### src/hw/rtl/sfs_pkg.sv
// shared constants, codes and helper functions for the scale factor select unit
// used by every module under hw/rtl except sfs_lane
package sfs_pkg;

    localparam int SAMPLE_BITS_DEF = 24;
    localparam int NUM_SAMPLES     = 12;
    localparam int MAX_SUBBANDS    = 32;
    localparam int SUBBAND_BITS    = 5;
    localparam int COUNT_BITS      = 6;
    localparam int SF_BITS         = 6;

    localparam logic [COUNT_BITS-1:0] SUBBAND_COUNT_RESET = 6'd32;

    // index of an all-zero granule
    localparam logic [SF_BITS-1:0] SF_SILENT = 6'd63;
    localparam logic [SF_BITS-1:0] SF_LOUDEST = 6'd0;

    // highest msb position that still has a table entry: 2^21 sits at index 0
    localparam int TOP_MSB  = 20;
    localparam int THR_BITS = 22;

    // second and third entry of each octave of the threshold table,
    // later octaves are these shifted right (2^(-1/3) and 2^(-2/3) steps)
    localparam logic [THR_BITS-1:0] THR_STEP_1 = 22'd1664510;
    localparam logic [THR_BITS-1:0] THR_STEP_2 = 22'd1321122;

    typedef enum logic [1:0] {
        GRN_FIRST  = 2'd0,
        GRN_SECOND = 2'd1,
        GRN_THIRD  = 2'd2
    } granule_t;

    typedef enum logic [1:0] {
        SEL_ALL       = 2'd0,
        SEL_FIRST_TWO = 2'd1,
        SEL_ONE       = 2'd2,
        SEL_LAST_TWO  = 2'd3
    } sel_code_t;

    typedef enum logic [2:0] {
        CLS_DOWN_FAR  = 3'd0,
        CLS_DOWN_NEAR = 3'd1,
        CLS_EQUAL     = 3'd2,
        CLS_UP_NEAR   = 3'd3,
        CLS_UP_FAR    = 3'd4
    } diff_class_t;

    // class of the step from index a to index b
    function automatic diff_class_t diff_class(input logic [SF_BITS-1:0] a,
                                               input logic [SF_BITS-1:0] b);
        logic signed [SF_BITS:0] d;
        diff_class_t c;
        d = $signed({1'b0, a}) - $signed({1'b0, b});
        if (d <= -3) begin
            c = CLS_DOWN_FAR;
        end else if (d < 0) begin
            c = CLS_DOWN_NEAR;
        end else if (d == 0) begin
            c = CLS_EQUAL;
        end else if (d < 3) begin
            c = CLS_UP_NEAR;
        end else begin
            c = CLS_UP_FAR;
        end
        return c;
    endfunction

endpackage

### src/hw/rtl/sfs_lane.sv
// one sample lane: registered magnitude of a two's complement sample
// depends on nothing but its parameter
module sfs_lane #(
    parameter int SAMPLE_BITS = 24
) (
    input  logic                          aclk,
    input  logic                          load,
    input  logic signed [SAMPLE_BITS-1:0] sample,
    output logic        [SAMPLE_BITS-1:0] mag
);

    logic [SAMPLE_BITS-1:0] mag_reg;
    logic [SAMPLE_BITS-1:0] mag_next;

    // the most negative value maps to 2^(SAMPLE_BITS-1), which still fits unsigned
    always_comb begin
        if (sample[SAMPLE_BITS-1]) begin
            mag_next = SAMPLE_BITS'(-sample);
        end else begin
            mag_next = SAMPLE_BITS'(sample);
        end
    end

    always_ff @(posedge aclk) begin
        if (load) begin
            mag_reg <= mag_next;
        end
    end

    assign mag = mag_reg;

endmodule

### src/hw/rtl/sfs_max_merge.sv
// merge stage: largest of the lane magnitudes, one registered result per transfer
// depends on sfs_pkg
module sfs_max_merge #(
    parameter int SAMPLE_BITS = 24
) (
    input  logic                   aclk,
    input  logic                   aresetn,
    input  logic                   in_valid,
    output logic                   in_ready,
    input  logic [SAMPLE_BITS-1:0] mag [sfs_pkg::NUM_SAMPLES],
    output logic                   out_valid,
    input  logic                   out_ready,
    output logic [SAMPLE_BITS-1:0] vmax
);

    logic                   valid_reg;
    logic                   valid_next;
    logic [SAMPLE_BITS-1:0] vmax_reg;
    logic [SAMPLE_BITS-1:0] vmax_next;
    logic [SAMPLE_BITS-1:0] lvl1 [6];
    logic [SAMPLE_BITS-1:0] lvl2 [3];
    logic [SAMPLE_BITS-1:0] lvl3;

    // 12 -> 6 -> 3 -> 2 -> 1 compare tree
    always_comb begin
        for (int i = 0; i < 6; i++) begin
            lvl1[i] = (mag[2*i] > mag[2*i+1]) ? mag[2*i] : mag[2*i+1];
        end
        for (int i = 0; i < 3; i++) begin
            lvl2[i] = (lvl1[2*i] > lvl1[2*i+1]) ? lvl1[2*i] : lvl1[2*i+1];
        end
        lvl3      = (lvl2[0] > lvl2[1]) ? lvl2[0] : lvl2[1];
        vmax_next = (lvl3 > lvl2[2]) ? lvl3 : lvl2[2];
    end

    assign in_ready   = !valid_reg || out_ready;
    assign valid_next = in_ready ? in_valid : valid_reg;

    always_ff @(posedge aclk) begin
        if (!aresetn) begin
            valid_reg <= 1'b0;
        end else begin
            valid_reg <= valid_next;
        end
    end

    always_ff @(posedge aclk) begin
        if (in_valid && in_ready) begin
            vmax_reg <= vmax_next;
        end
    end

    assign out_valid = valid_reg;
    assign vmax      = vmax_reg;

endmodule

### src/hw/rtl/sfs_index.sv
// index stage: scale factor index of one granule from its largest magnitude
// depends on sfs_pkg
module sfs_index #(
    parameter int SAMPLE_BITS = 24
) (
    input  logic                        aclk,
    input  logic                        aresetn,
    input  logic                        in_valid,
    output logic                        in_ready,
    input  logic [SAMPLE_BITS-1:0]      vmax,
    output logic                        out_valid,
    input  logic                        out_ready,
    output logic [sfs_pkg::SF_BITS-1:0] idx
);

    localparam int CMP_BITS = (SAMPLE_BITS > sfs_pkg::THR_BITS) ? SAMPLE_BITS
                                                                 : sfs_pkg::THR_BITS;

    logic                        valid_reg;
    logic                        valid_next;
    logic [sfs_pkg::SF_BITS-1:0] idx_reg;
    logic [sfs_pkg::SF_BITS-1:0] idx_next;
    logic [4:0]                  msb_pos;
    logic [4:0]                  shift;
    logic [sfs_pkg::THR_BITS-1:0] thr_1;
    logic [sfs_pkg::THR_BITS-1:0] thr_2;
    logic [sfs_pkg::THR_BITS-1:0] thr_3;
    logic [CMP_BITS-1:0]         v_cmp;
    logic [1:0]                  steps;
    logic [sfs_pkg::SF_BITS-1:0] base;

    always_comb begin
        msb_pos = '0;
        for (int i = 0; i < SAMPLE_BITS; i++) begin
            if (vmax[i]) begin
                msb_pos = 5'(i);
            end
        end
        // the guess lands on the entry equal to 2^(msb+1); the next three
        // entries of the table are the only ones that can still be reached
        shift = 5'(sfs_pkg::TOP_MSB) - msb_pos;
        base  = sfs_pkg::SF_BITS'(3 * (sfs_pkg::TOP_MSB - int'(msb_pos)));
        thr_1 = sfs_pkg::THR_STEP_1 >> shift;
        thr_2 = sfs_pkg::THR_STEP_2 >> shift;
        thr_3 = sfs_pkg::THR_BITS'(1) << msb_pos;
        v_cmp = CMP_BITS'(vmax);
        // thresholds fall monotonically, so counting hits equals walking the table
        steps = {1'b0, v_cmp <= CMP_BITS'(thr_1)}
              + {1'b0, v_cmp <= CMP_BITS'(thr_2)}
              + {1'b0, v_cmp <= CMP_BITS'(thr_3)};
        if (vmax == '0) begin
            idx_next = sfs_pkg::SF_SILENT;
        end else if (msb_pos > 5'(sfs_pkg::TOP_MSB)) begin
            idx_next = sfs_pkg::SF_LOUDEST;
        end else begin
            idx_next = base + sfs_pkg::SF_BITS'(steps);
        end
    end

    assign in_ready   = !valid_reg || out_ready;
    assign valid_next = in_ready ? in_valid : valid_reg;

    always_ff @(posedge aclk) begin
        if (!aresetn) begin
            valid_reg <= 1'b0;
        end else begin
            valid_reg <= valid_next;
        end
    end

    always_ff @(posedge aclk) begin
        if (in_valid && in_ready) begin
            idx_reg <= idx_next;
        end
    end

    assign out_valid = valid_reg;
    assign idx       = idx_reg;

endmodule

### src/hw/rtl/sfs_pattern.sv
// pattern stage: collects three granule indices, picks the transmission pattern,
// counts subbands and holds the result register; depends on sfs_pkg
module sfs_pattern (
    input  logic                             aclk,
    input  logic                             aresetn,
    input  logic                             cfg_wr_en,
    input  logic [sfs_pkg::COUNT_BITS-1:0]   cfg_wr_data,
    input  logic                             in_valid,
    output logic                             in_ready,
    input  logic [sfs_pkg::SF_BITS-1:0]      idx,
    output logic                             m_valid,
    input  logic                             m_ready,
    output logic [sfs_pkg::SUBBAND_BITS-1:0] m_subband,
    output logic [sfs_pkg::SF_BITS-1:0]      m_sf_first,
    output logic [sfs_pkg::SF_BITS-1:0]      m_sf_second,
    output logic [sfs_pkg::SF_BITS-1:0]      m_sf_third,
    output logic [1:0]                       m_select_code,
    output logic                             m_last_subband
);

    localparam logic [sfs_pkg::COUNT_BITS-1:0] MAX_COUNT =
        sfs_pkg::COUNT_BITS'(sfs_pkg::MAX_SUBBANDS);

    sfs_pkg::granule_t                granule_reg, granule_next;
    logic [sfs_pkg::SF_BITS-1:0]      held_a_reg, held_a_next;
    logic [sfs_pkg::SF_BITS-1:0]      held_b_reg, held_b_next;
    logic [sfs_pkg::SUBBAND_BITS-1:0] counter_reg, counter_next;
    logic [sfs_pkg::COUNT_BITS-1:0]   count_reg, count_next;
    logic                             m_valid_reg, m_valid_next;
    logic [sfs_pkg::SUBBAND_BITS-1:0] subband_reg, subband_next;
    logic [sfs_pkg::SF_BITS-1:0]      sf0_reg, sf0_next;
    logic [sfs_pkg::SF_BITS-1:0]      sf1_reg, sf1_next;
    logic [sfs_pkg::SF_BITS-1:0]      sf2_reg, sf2_next;
    sfs_pkg::sel_code_t               code_reg, code_next;
    logic                             last_reg, last_next;

    sfs_pkg::diff_class_t             d1;
    sfs_pkg::diff_class_t             d2;
    logic [4:0]                       rule;
    logic [sfs_pkg::SF_BITS-1:0]      s0, s1, s2;
    sfs_pkg::sel_code_t               code;
    logic [sfs_pkg::COUNT_BITS-1:0]   eff_count;
    logic                             last;
    logic                             emits;
    logic                             fire;

    // pattern rule over the class pair, held indices are granules 0 and 1
    always_comb begin
        d1   = sfs_pkg::diff_class(held_a_reg, held_b_reg);
        d2   = sfs_pkg::diff_class(held_b_reg, idx);
        rule = 5'(d1) * 5'd5 + 5'(d2);
        s0   = held_a_reg;
        s1   = held_b_reg;
        s2   = idx;
        code = sfs_pkg::SEL_ALL;
        case (rule) inside
            5'd1, 5'd2, 5'd21, 5'd22: begin
                code = sfs_pkg::SEL_LAST_TWO;
                s2   = held_b_reg;
            end
            5'd3, 5'd23: begin
                code = sfs_pkg::SEL_LAST_TWO;
                s1   = idx;
            end
            5'd5, 5'd9, 5'd14: begin
                code = sfs_pkg::SEL_FIRST_TWO;
                s1   = held_a_reg;
            end
            5'd6, 5'd7, 5'd10, 5'd11, 5'd12: begin
                code = sfs_pkg::SEL_ONE;
                s1   = held_a_reg;
                s2   = held_a_reg;
            end
            5'd13, 5'd18: begin
                code = sfs_pkg::SEL_ONE;
                s0   = idx;
                s1   = idx;
            end
            5'd15, 5'd16, 5'd17: begin
                code = sfs_pkg::SEL_ONE;
                s0   = held_b_reg;
                s2   = held_b_reg;
            end
            5'd8: begin
                // small step down then small step up: keep the smaller end
                code = sfs_pkg::SEL_ONE;
                if (held_a_reg > idx) begin
                    s0 = idx;
                end
                s1 = s0;
                s2 = s0;
            end
            default: begin
                code = sfs_pkg::SEL_ALL;
            end
        endcase
    end

    // a count of zero or past the limit means all subbands
    always_comb begin
        if (count_reg == '0 || count_reg > MAX_COUNT) begin
            eff_count = MAX_COUNT;
        end else begin
            eff_count = count_reg;
        end
        last = {1'b0, counter_reg} >= (eff_count - 6'd1);
    end

    assign emits    = !(granule_reg == sfs_pkg::GRN_FIRST || granule_reg == sfs_pkg::GRN_SECOND);
    assign in_ready = !emits || !m_valid_reg || m_ready;
    assign fire     = in_valid && in_ready;

    always_comb begin
        granule_next = granule_reg;
        held_a_next  = held_a_reg;
        held_b_next  = held_b_reg;
        counter_next = counter_reg;
        count_next   = cfg_wr_en ? cfg_wr_data : count_reg;
        m_valid_next = m_valid_reg && !m_ready;
        subband_next = subband_reg;
        sf0_next     = sf0_reg;
        sf1_next     = sf1_reg;
        sf2_next     = sf2_reg;
        code_next    = code_reg;
        last_next    = last_reg;
        if (fire) begin
            unique case (granule_reg)
                sfs_pkg::GRN_FIRST: begin
                    held_a_next  = idx;
                    granule_next = sfs_pkg::GRN_SECOND;
                end
                sfs_pkg::GRN_SECOND: begin
                    held_b_next  = idx;
                    granule_next = sfs_pkg::GRN_THIRD;
                end
                default: begin
                    granule_next = sfs_pkg::GRN_FIRST;
                    m_valid_next = 1'b1;
                    subband_next = counter_reg;
                    sf0_next     = s0;
                    sf1_next     = s1;
                    sf2_next     = s2;
                    code_next    = code;
                    last_next    = last;
                    counter_next = last ? '0 : counter_reg + 5'd1;
                end
            endcase
        end
    end

    always_ff @(posedge aclk) begin
        if (!aresetn) begin
            granule_reg <= sfs_pkg::GRN_FIRST;
            held_a_reg  <= '0;
            held_b_reg  <= '0;
            counter_reg <= '0;
            count_reg   <= sfs_pkg::SUBBAND_COUNT_RESET;
            m_valid_reg <= 1'b0;
        end else begin
            granule_reg <= granule_next;
            held_a_reg  <= held_a_next;
            held_b_reg  <= held_b_next;
            counter_reg <= counter_next;
            count_reg   <= count_next;
            m_valid_reg <= m_valid_next;
        end
    end

    always_ff @(posedge aclk) begin
        subband_reg <= subband_next;
        sf0_reg     <= sf0_next;
        sf1_reg     <= sf1_next;
        sf2_reg     <= sf2_next;
        code_reg    <= code_next;
        last_reg    <= last_next;
    end

    assign m_valid        = m_valid_reg;
    assign m_subband      = subband_reg;
    assign m_sf_first     = sf0_reg;
    assign m_sf_second    = sf1_reg;
    assign m_sf_third     = sf2_reg;
    assign m_select_code  = code_reg;
    assign m_last_subband = last_reg;

endmodule

### src/hw/rtl/scale_factor_select_unit.sv
// scale factor select unit: top level, lanes, max merge, index and pattern stages
// depends on sfs_pkg, sfs_lane, sfs_max_merge, sfs_index, sfs_pattern
//
// Takes one granule (12 samples of a subband) per clock and returns one result
// for every third granule: three scale factor indices, the transmission pattern
// code and the subband number. A granule passes twelve magnitude lanes, a
// 12-input compare tree, the msb search with three threshold compares and the
// pattern logic, each ending in a register. Every stage has its own valid and
// ready, so up to five more granules enter while a result waits on m_ready; the
// rate is one granule per cycle while m_ready does not stall, set by the compare
// tree and threshold compares. The user must write subband_count through
// cfg_wr_en/cfg_wr_data while no granule is in flight; nothing enforces it.
module scale_factor_select_unit #(
    parameter int SAMPLE_BITS = sfs_pkg::SAMPLE_BITS_DEF
) (
    input  logic                             aclk,
    input  logic                             aresetn,
    input  logic                             cfg_wr_en,
    input  logic [sfs_pkg::COUNT_BITS-1:0]   cfg_wr_data,
    input  logic                             s_valid,
    output logic                             s_ready,
    input  logic signed [SAMPLE_BITS-1:0]    s_sample_0,
    input  logic signed [SAMPLE_BITS-1:0]    s_sample_1,
    input  logic signed [SAMPLE_BITS-1:0]    s_sample_2,
    input  logic signed [SAMPLE_BITS-1:0]    s_sample_3,
    input  logic signed [SAMPLE_BITS-1:0]    s_sample_4,
    input  logic signed [SAMPLE_BITS-1:0]    s_sample_5,
    input  logic signed [SAMPLE_BITS-1:0]    s_sample_6,
    input  logic signed [SAMPLE_BITS-1:0]    s_sample_7,
    input  logic signed [SAMPLE_BITS-1:0]    s_sample_8,
    input  logic signed [SAMPLE_BITS-1:0]    s_sample_9,
    input  logic signed [SAMPLE_BITS-1:0]    s_sample_10,
    input  logic signed [SAMPLE_BITS-1:0]    s_sample_11,
    output logic                             m_valid,
    input  logic                             m_ready,
    output logic [sfs_pkg::SUBBAND_BITS-1:0] m_subband,
    output logic [sfs_pkg::SF_BITS-1:0]      m_sf_first,
    output logic [sfs_pkg::SF_BITS-1:0]      m_sf_second,
    output logic [sfs_pkg::SF_BITS-1:0]      m_sf_third,
    output logic [1:0]                       m_select_code,
    output logic                             m_last_subband
);

    logic signed [SAMPLE_BITS-1:0] samples [sfs_pkg::NUM_SAMPLES];
    logic        [SAMPLE_BITS-1:0] mags    [sfs_pkg::NUM_SAMPLES];
    logic                          lane_valid_reg;
    logic                          lane_valid_next;
    logic                          lane_ready;
    logic                          lane_load;
    logic                          merge_ready;
    logic                          merge_valid;
    logic [SAMPLE_BITS-1:0]        vmax;
    logic                          index_ready;
    logic                          index_valid;
    logic [sfs_pkg::SF_BITS-1:0]   idx;
    logic                          pattern_ready;

    assign samples[0]  = s_sample_0;
    assign samples[1]  = s_sample_1;
    assign samples[2]  = s_sample_2;
    assign samples[3]  = s_sample_3;
    assign samples[4]  = s_sample_4;
    assign samples[5]  = s_sample_5;
    assign samples[6]  = s_sample_6;
    assign samples[7]  = s_sample_7;
    assign samples[8]  = s_sample_8;
    assign samples[9]  = s_sample_9;
    assign samples[10] = s_sample_10;
    assign samples[11] = s_sample_11;

    assign lane_ready      = !lane_valid_reg || merge_ready;
    assign lane_load       = s_valid && lane_ready;
    assign lane_valid_next = lane_ready ? s_valid : lane_valid_reg;
    assign s_ready         = lane_ready;

    always_ff @(posedge aclk) begin
        if (!aresetn) begin
            lane_valid_reg <= 1'b0;
        end else begin
            lane_valid_reg <= lane_valid_next;
        end
    end

    for (genvar g = 0; g < sfs_pkg::NUM_SAMPLES; g++) begin : g_lane
        sfs_lane #(
            .SAMPLE_BITS (SAMPLE_BITS)
        ) u_lane (
            .aclk   (aclk),
            .load   (lane_load),
            .sample (samples[g]),
            .mag    (mags[g])
        );
    end

    sfs_max_merge #(
        .SAMPLE_BITS (SAMPLE_BITS)
    ) u_max_merge (
        .aclk      (aclk),
        .aresetn   (aresetn),
        .in_valid  (lane_valid_reg),
        .in_ready  (merge_ready),
        .mag       (mags),
        .out_valid (merge_valid),
        .out_ready (index_ready),
        .vmax      (vmax)
    );

    sfs_index #(
        .SAMPLE_BITS (SAMPLE_BITS)
    ) u_index (
        .aclk      (aclk),
        .aresetn   (aresetn),
        .in_valid  (merge_valid),
        .in_ready  (index_ready),
        .vmax      (vmax),
        .out_valid (index_valid),
        .out_ready (pattern_ready),
        .idx       (idx)
    );

    sfs_pattern u_pattern (
        .aclk           (aclk),
        .aresetn        (aresetn),
        .cfg_wr_en      (cfg_wr_en),
        .cfg_wr_data    (cfg_wr_data),
        .in_valid       (index_valid),
        .in_ready       (pattern_ready),
        .idx            (idx),
        .m_valid        (m_valid),
        .m_ready        (m_ready),
        .m_subband      (m_subband),
        .m_sf_first     (m_sf_first),
        .m_sf_second    (m_sf_second),
        .m_sf_third     (m_sf_third),
        .m_select_code  (m_select_code),
        .m_last_subband (m_last_subband)
    );

endmodule

### config.mk
export PLATFORM = sky130hd
export DESIGN_NAME = scale_factor_select_unit
export DESIGN_NICKNAME = d
export VERILOG_FILES = /design/src/hw/rtl/sfs_pkg.sv /design/src/hw/rtl/sfs_lane.sv /design/src/hw/rtl/sfs_max_merge.sv /design/src/hw/rtl/sfs_index.sv /design/src/hw/rtl/sfs_pattern.sv /design/src/hw/rtl/scale_factor_select_unit.sv
export SDC_FILE = /design/constraint.sdc
export NUM_CORES = 2
export LEC_CHECK = 0
export ABC_AREA = 1
export BUFFER_PORTS_ARGS = -buffer_cell sky130_fd_sc_hd__buf_4
export CORE_MARGIN = 2
export CORE_UTILIZATION = 25
export DETAILED_ROUTE_END_ITERATION = 10
export GPL_TIMING_DRIVEN = 0
export HOLD_SLACK_MARGIN = 0.02
export SYNTH_ARGS = -nofsm -noshare
export SYNTH_HDL_FRONTEND = slang
export SYNTH_SLANG_ARGS = --single-unit
### constraint.sdc
create_clock -name aclk -period 8.7 [get_ports aclk]
set_input_delay 0.87 -clock aclk [delete_from_list [all_inputs] [get_ports aclk]]
set_output_delay 0.87 -clock aclk [all_outputs]
set_load 0.01 [all_outputs]
==> results by group <==
Worst setup path
  – CP endpoint kind: register
  – Top cell by count, worst path: nand2_1
  – Crit Path Max Fanout: 10
  – Critical path class: register to register
  – CP max stage delay: 430 ps
  – CP max stage cell: edfxtp_1
  – Critical Path Start Type: register
  – RR Startpoint: g_lane[4].u_lane.mag[23]
  – Reg2reg path depth: 50
  – RR Endpoint: u_max_merge.vmax[11]
  – CP required: 9060 ps
  – WP data arrival: 8470 ps
  – Setup slack, reg-to-reg: 590 ps

Logic synthesis
  – Mapped Nets: 4,598
  – Synthesized flop and latch total: 373
  – Count of cell types in the netlist: 64
  – Synthesized cell area: 31,300 sq um
  – Post-synth EDFFs: 344
  – Register area share after synthesis: 0.348
  – Post-Syn Instances: 3,909
  – Synthesis warning total: 0
  – Avg Cell Area, Syn: 8.02 sq um
  – Async S/R FF share, synth: 0
  – Most used DFF post-synth: edfxtp_1

Hold path
  – Hold Crit Class: primary input to register
  – Hold path start: s_sample_0[0]
  – Hold Crit Depth: 1
  – Hold-critical path endpoint: g_lane[0].u_lane.mag[0]

Power and ir drop
  – Peak VDD IR: 0.179 mV
  – Leakage: 16.4 nW
  – PwrDens: 262 nW/um^2

Outcome
  – Outcome: complete, no violations

STA
  – Number of setup violations in the final report: 0
  – Worst slew margin: 0.369
  – Crit share post-route: 0.932
  – Fmax: 123 MHz
  – Period minus WS final: 8110 ps
  – Worst slew pin tran: 946 ps
  – Final Skew: 10.6 ps
  – Hold Fails Final Rpt: 0
  – Final Max Tran Viols: 0

Clocking
  – # clock sinks: 373
  – H-tree depth: 2
  – CTS max path bufs: 3
  – Post-CTS Setup Inserts: 0
  – Clock transition at path regs: 60 ps
  – Worst-Skew Late Latency: 620 ps
  – CTS tree: yes
  – CTS Buf Count: 47
  – Root Buffer: clkbuf_16
  – Hold-fix buffers, CTS: 0

Cells and area
  – Most common cell after layout, fill and taps aside: nand2_1
  – Most frequent cells in the layout: nand2_1, inv_1, nor2_1
  – Sequential cell area: 10,900 sq um
  – Final instance area: 37,800 sq um
  – Share of layout cells above drive strength 1: 0.134
  – Fillers: 13,218
  – Synth-to-Final Area Change: 20.5%
  – Multi-input gate area: 18,300 sq um
  – Fin cells: 5,965
  – Final Net Count: 4,975
  – Layout Utilization: 0.305
  – Max reg flops: 288

Global route
  – GRT Total Usage: 0.148
  – First-pass GRT wire length: 148,000 um
  – Global route overflow: 0
  – Vias in the first global route: 26,540
  – Initial antenna violation count: 3
  – Pin count of the biggest net entering global routing: 120

Detailed routing
  – Pre-Repair DR Iteration Count: 6
  – DRC viols: 0
  – ANT nets after route: 0
  – Via count: 27,846
  – WL per Instance: 16.4 um
  – Iter 0 DRT Violations: 1,972
  – Via density: 4.67
  – DRT Wirelength: 97,700 um

Floorplan
  – CORE AREA: 124,000 sq um
  – Die area: 128,000 sq um
  – Die Y: 358 um
  – Num rows: 129
  – I/O pin count: 327
  – Die Wd: 358 um
  – Initial Utilization: 0.253

Run
  – Maxcap violations: 0

Place
  – Placed wire-length estimate: 81,400 um
  – Placer congestion estimate: 0.901
  – Dpl cells: 5,874
  – Placement Cell Area: 35,900 sq um
  – Port bufs: 325
[cells in the mapped netlist, drive strengths merged (2+ instances only)]
| library cell | number | area [sq um] |
|---|---|---|
| nand2 | 672 | 2630 |
| a2111oi | 2 | 17.5 |
| nand4 | 39 | 259 |
| inv | 519 | 1950 |
| fa | 5 | 100 |
| a32o | 2 | 20.0 |
| nor4 | 42 | 269 |
| and2 | 25 | 156 |
| a22oi | 3 | 22.5 |
| or2 | 49 | 307 |
| clkbuf | 80 | 300 |
| a211oi | 20 | 150 |
| o2111ai | 2 | 17.5 |
| xnor2 | 107 | 937 |
| o21ai | 313 | 1570 |
| o22ai | 5 | 31.3 |
| or3 | 2 | 12.5 |
| o221ai | 13 | 114 |
| nand3 | 130 | 671 |
| a21boi | 3 | 22.5 |
| xor2 | 165 | 1450 |
| nor2 | 429 | 1630 |
| buf | 13 | 109 |
| o21a | 15 | 113 |
| a221oi | 4 | 35.0 |
| nor3b | 6 | 45.0 |
| ha | 385 | 4820 |
| o41ai | 8 | 70.1 |
| o21bai | 7 | 52.6 |
| a21o | 9 | 67.6 |
| a21oi | 271 | 1360 |
| nand3b | 6 | 45.0 |
| o211ai | 20 | 150 |
| dfxtp | 29 | 581 |
| a41oi | 2 | 17.5 |
| and3 | 3 | 18.8 |
| a31oi | 12 | 75.1 |
| o31ai | 23 | 173 |
| clkinv | 3 | 11.3 |
| nor3 | 115 | 576 |
| edfxtp | 344 | 10300 |
[metal layers]
layer / part of all wire / track usage / wire length (um) / vias to the layer above
li1: - / - / - / 14088
met1: 0.45 / 0.191 / 43500 / 12934
met2: 0.47 / 0.252 / 45800 / 681
met3: 0.055 / 0.0251 / 5400 / 137
met4: 0.030 / 0.0455 / 2910 / 6
met5: 0.00053 / 0 / 52 / -
[stage by stage]
stage	setup slack (ps)	setup TNS (ps)	total power [mW]	hold WS, ps
5_1_grt	-22.9	-24.3	10.8	415
3_5_place_dp	-657	-13540	7.73	457
3_3_place_gp	-1710	-484480	7.66	451
6_report	593	0	9.89	445
4_1_cts	46.3	0	9.83	388
2_1_floorplan	1210	0	6.16	437
[layout make-up]
type | count | share of cell area
clock buffers | 57 | 0.0335
repair buffers | 329 | 0.0668
diodes | 3 | 0.000199
flip-flops and latches | 373 | 0.289
multi-input cells | 2921 | 0.484
well taps | 1637 | 0.0542
clock inverters | 31 | 0.00842
plain buffers | 92 | 0.0121
inverters | 522 | 0.0521
[timing repair]
item / CTS / global route
cloned: 0 / 1
resized for setup: 36 / 115
endpoints found under the setup margin: 24 / 24
pin swaps: 0 / 2
[worst max-delay path by stage]
stage / slack (ps) / end / cells after the start / from
2_1_floorplan: 1210 / g_lane[0].u_lane.mag[0] / 6 / m_ready
3_3_place_gp: -1710 / g_lane[7].u_lane.mag[20] / 7 / m_ready
3_5_place_dp: -660 / u_max_merge.vmax[11] / 52 / g_lane[6].u_lane.mag[23]
4_1_cts: 50 / u_max_merge.vmax[0] / 52 / g_lane[6].u_lane.mag[23]
5_1_grt: -20 / u_max_merge.vmax[11] / 49 / g_lane[6].u_lane.mag[23]
6_report: 590 / u_max_merge.vmax[11] / 50 / g_lane[4].u_lane.mag[23]
[where the power goes]
part / internal, mW / total (mW) / leakage, nW / switching [mW]
Sequential: 2.33 / 2.53 / 3.59 / 0.199
Clock: 1.19 / 2.01 / 0.762 / 0.820
Combinational: 2.00 / 5.34 / 12.0 / 3.34
[kinds of logic after synthesis]
logic type	Yosys count	synth area share
xor+xnor	272	0.0760
simple gates	1520	0.211
flops	373	0.348
compound gates	739	0.132
fa+ha+maj	390	0.157
buf+inv	615	0.0756
[critical path: cells and delay by family, from the launching register on]
kind	cells	cell delay, ps
flip-flops	1	430
AND/OR/NAND/NOR	23	2370
AO/OA/AOI/OAI	14	2300
adder cells (fa/ha/maj)	4	1240
buffers and inverters	9	1470
Note: power is estimated with default switching activity, not from simulation.
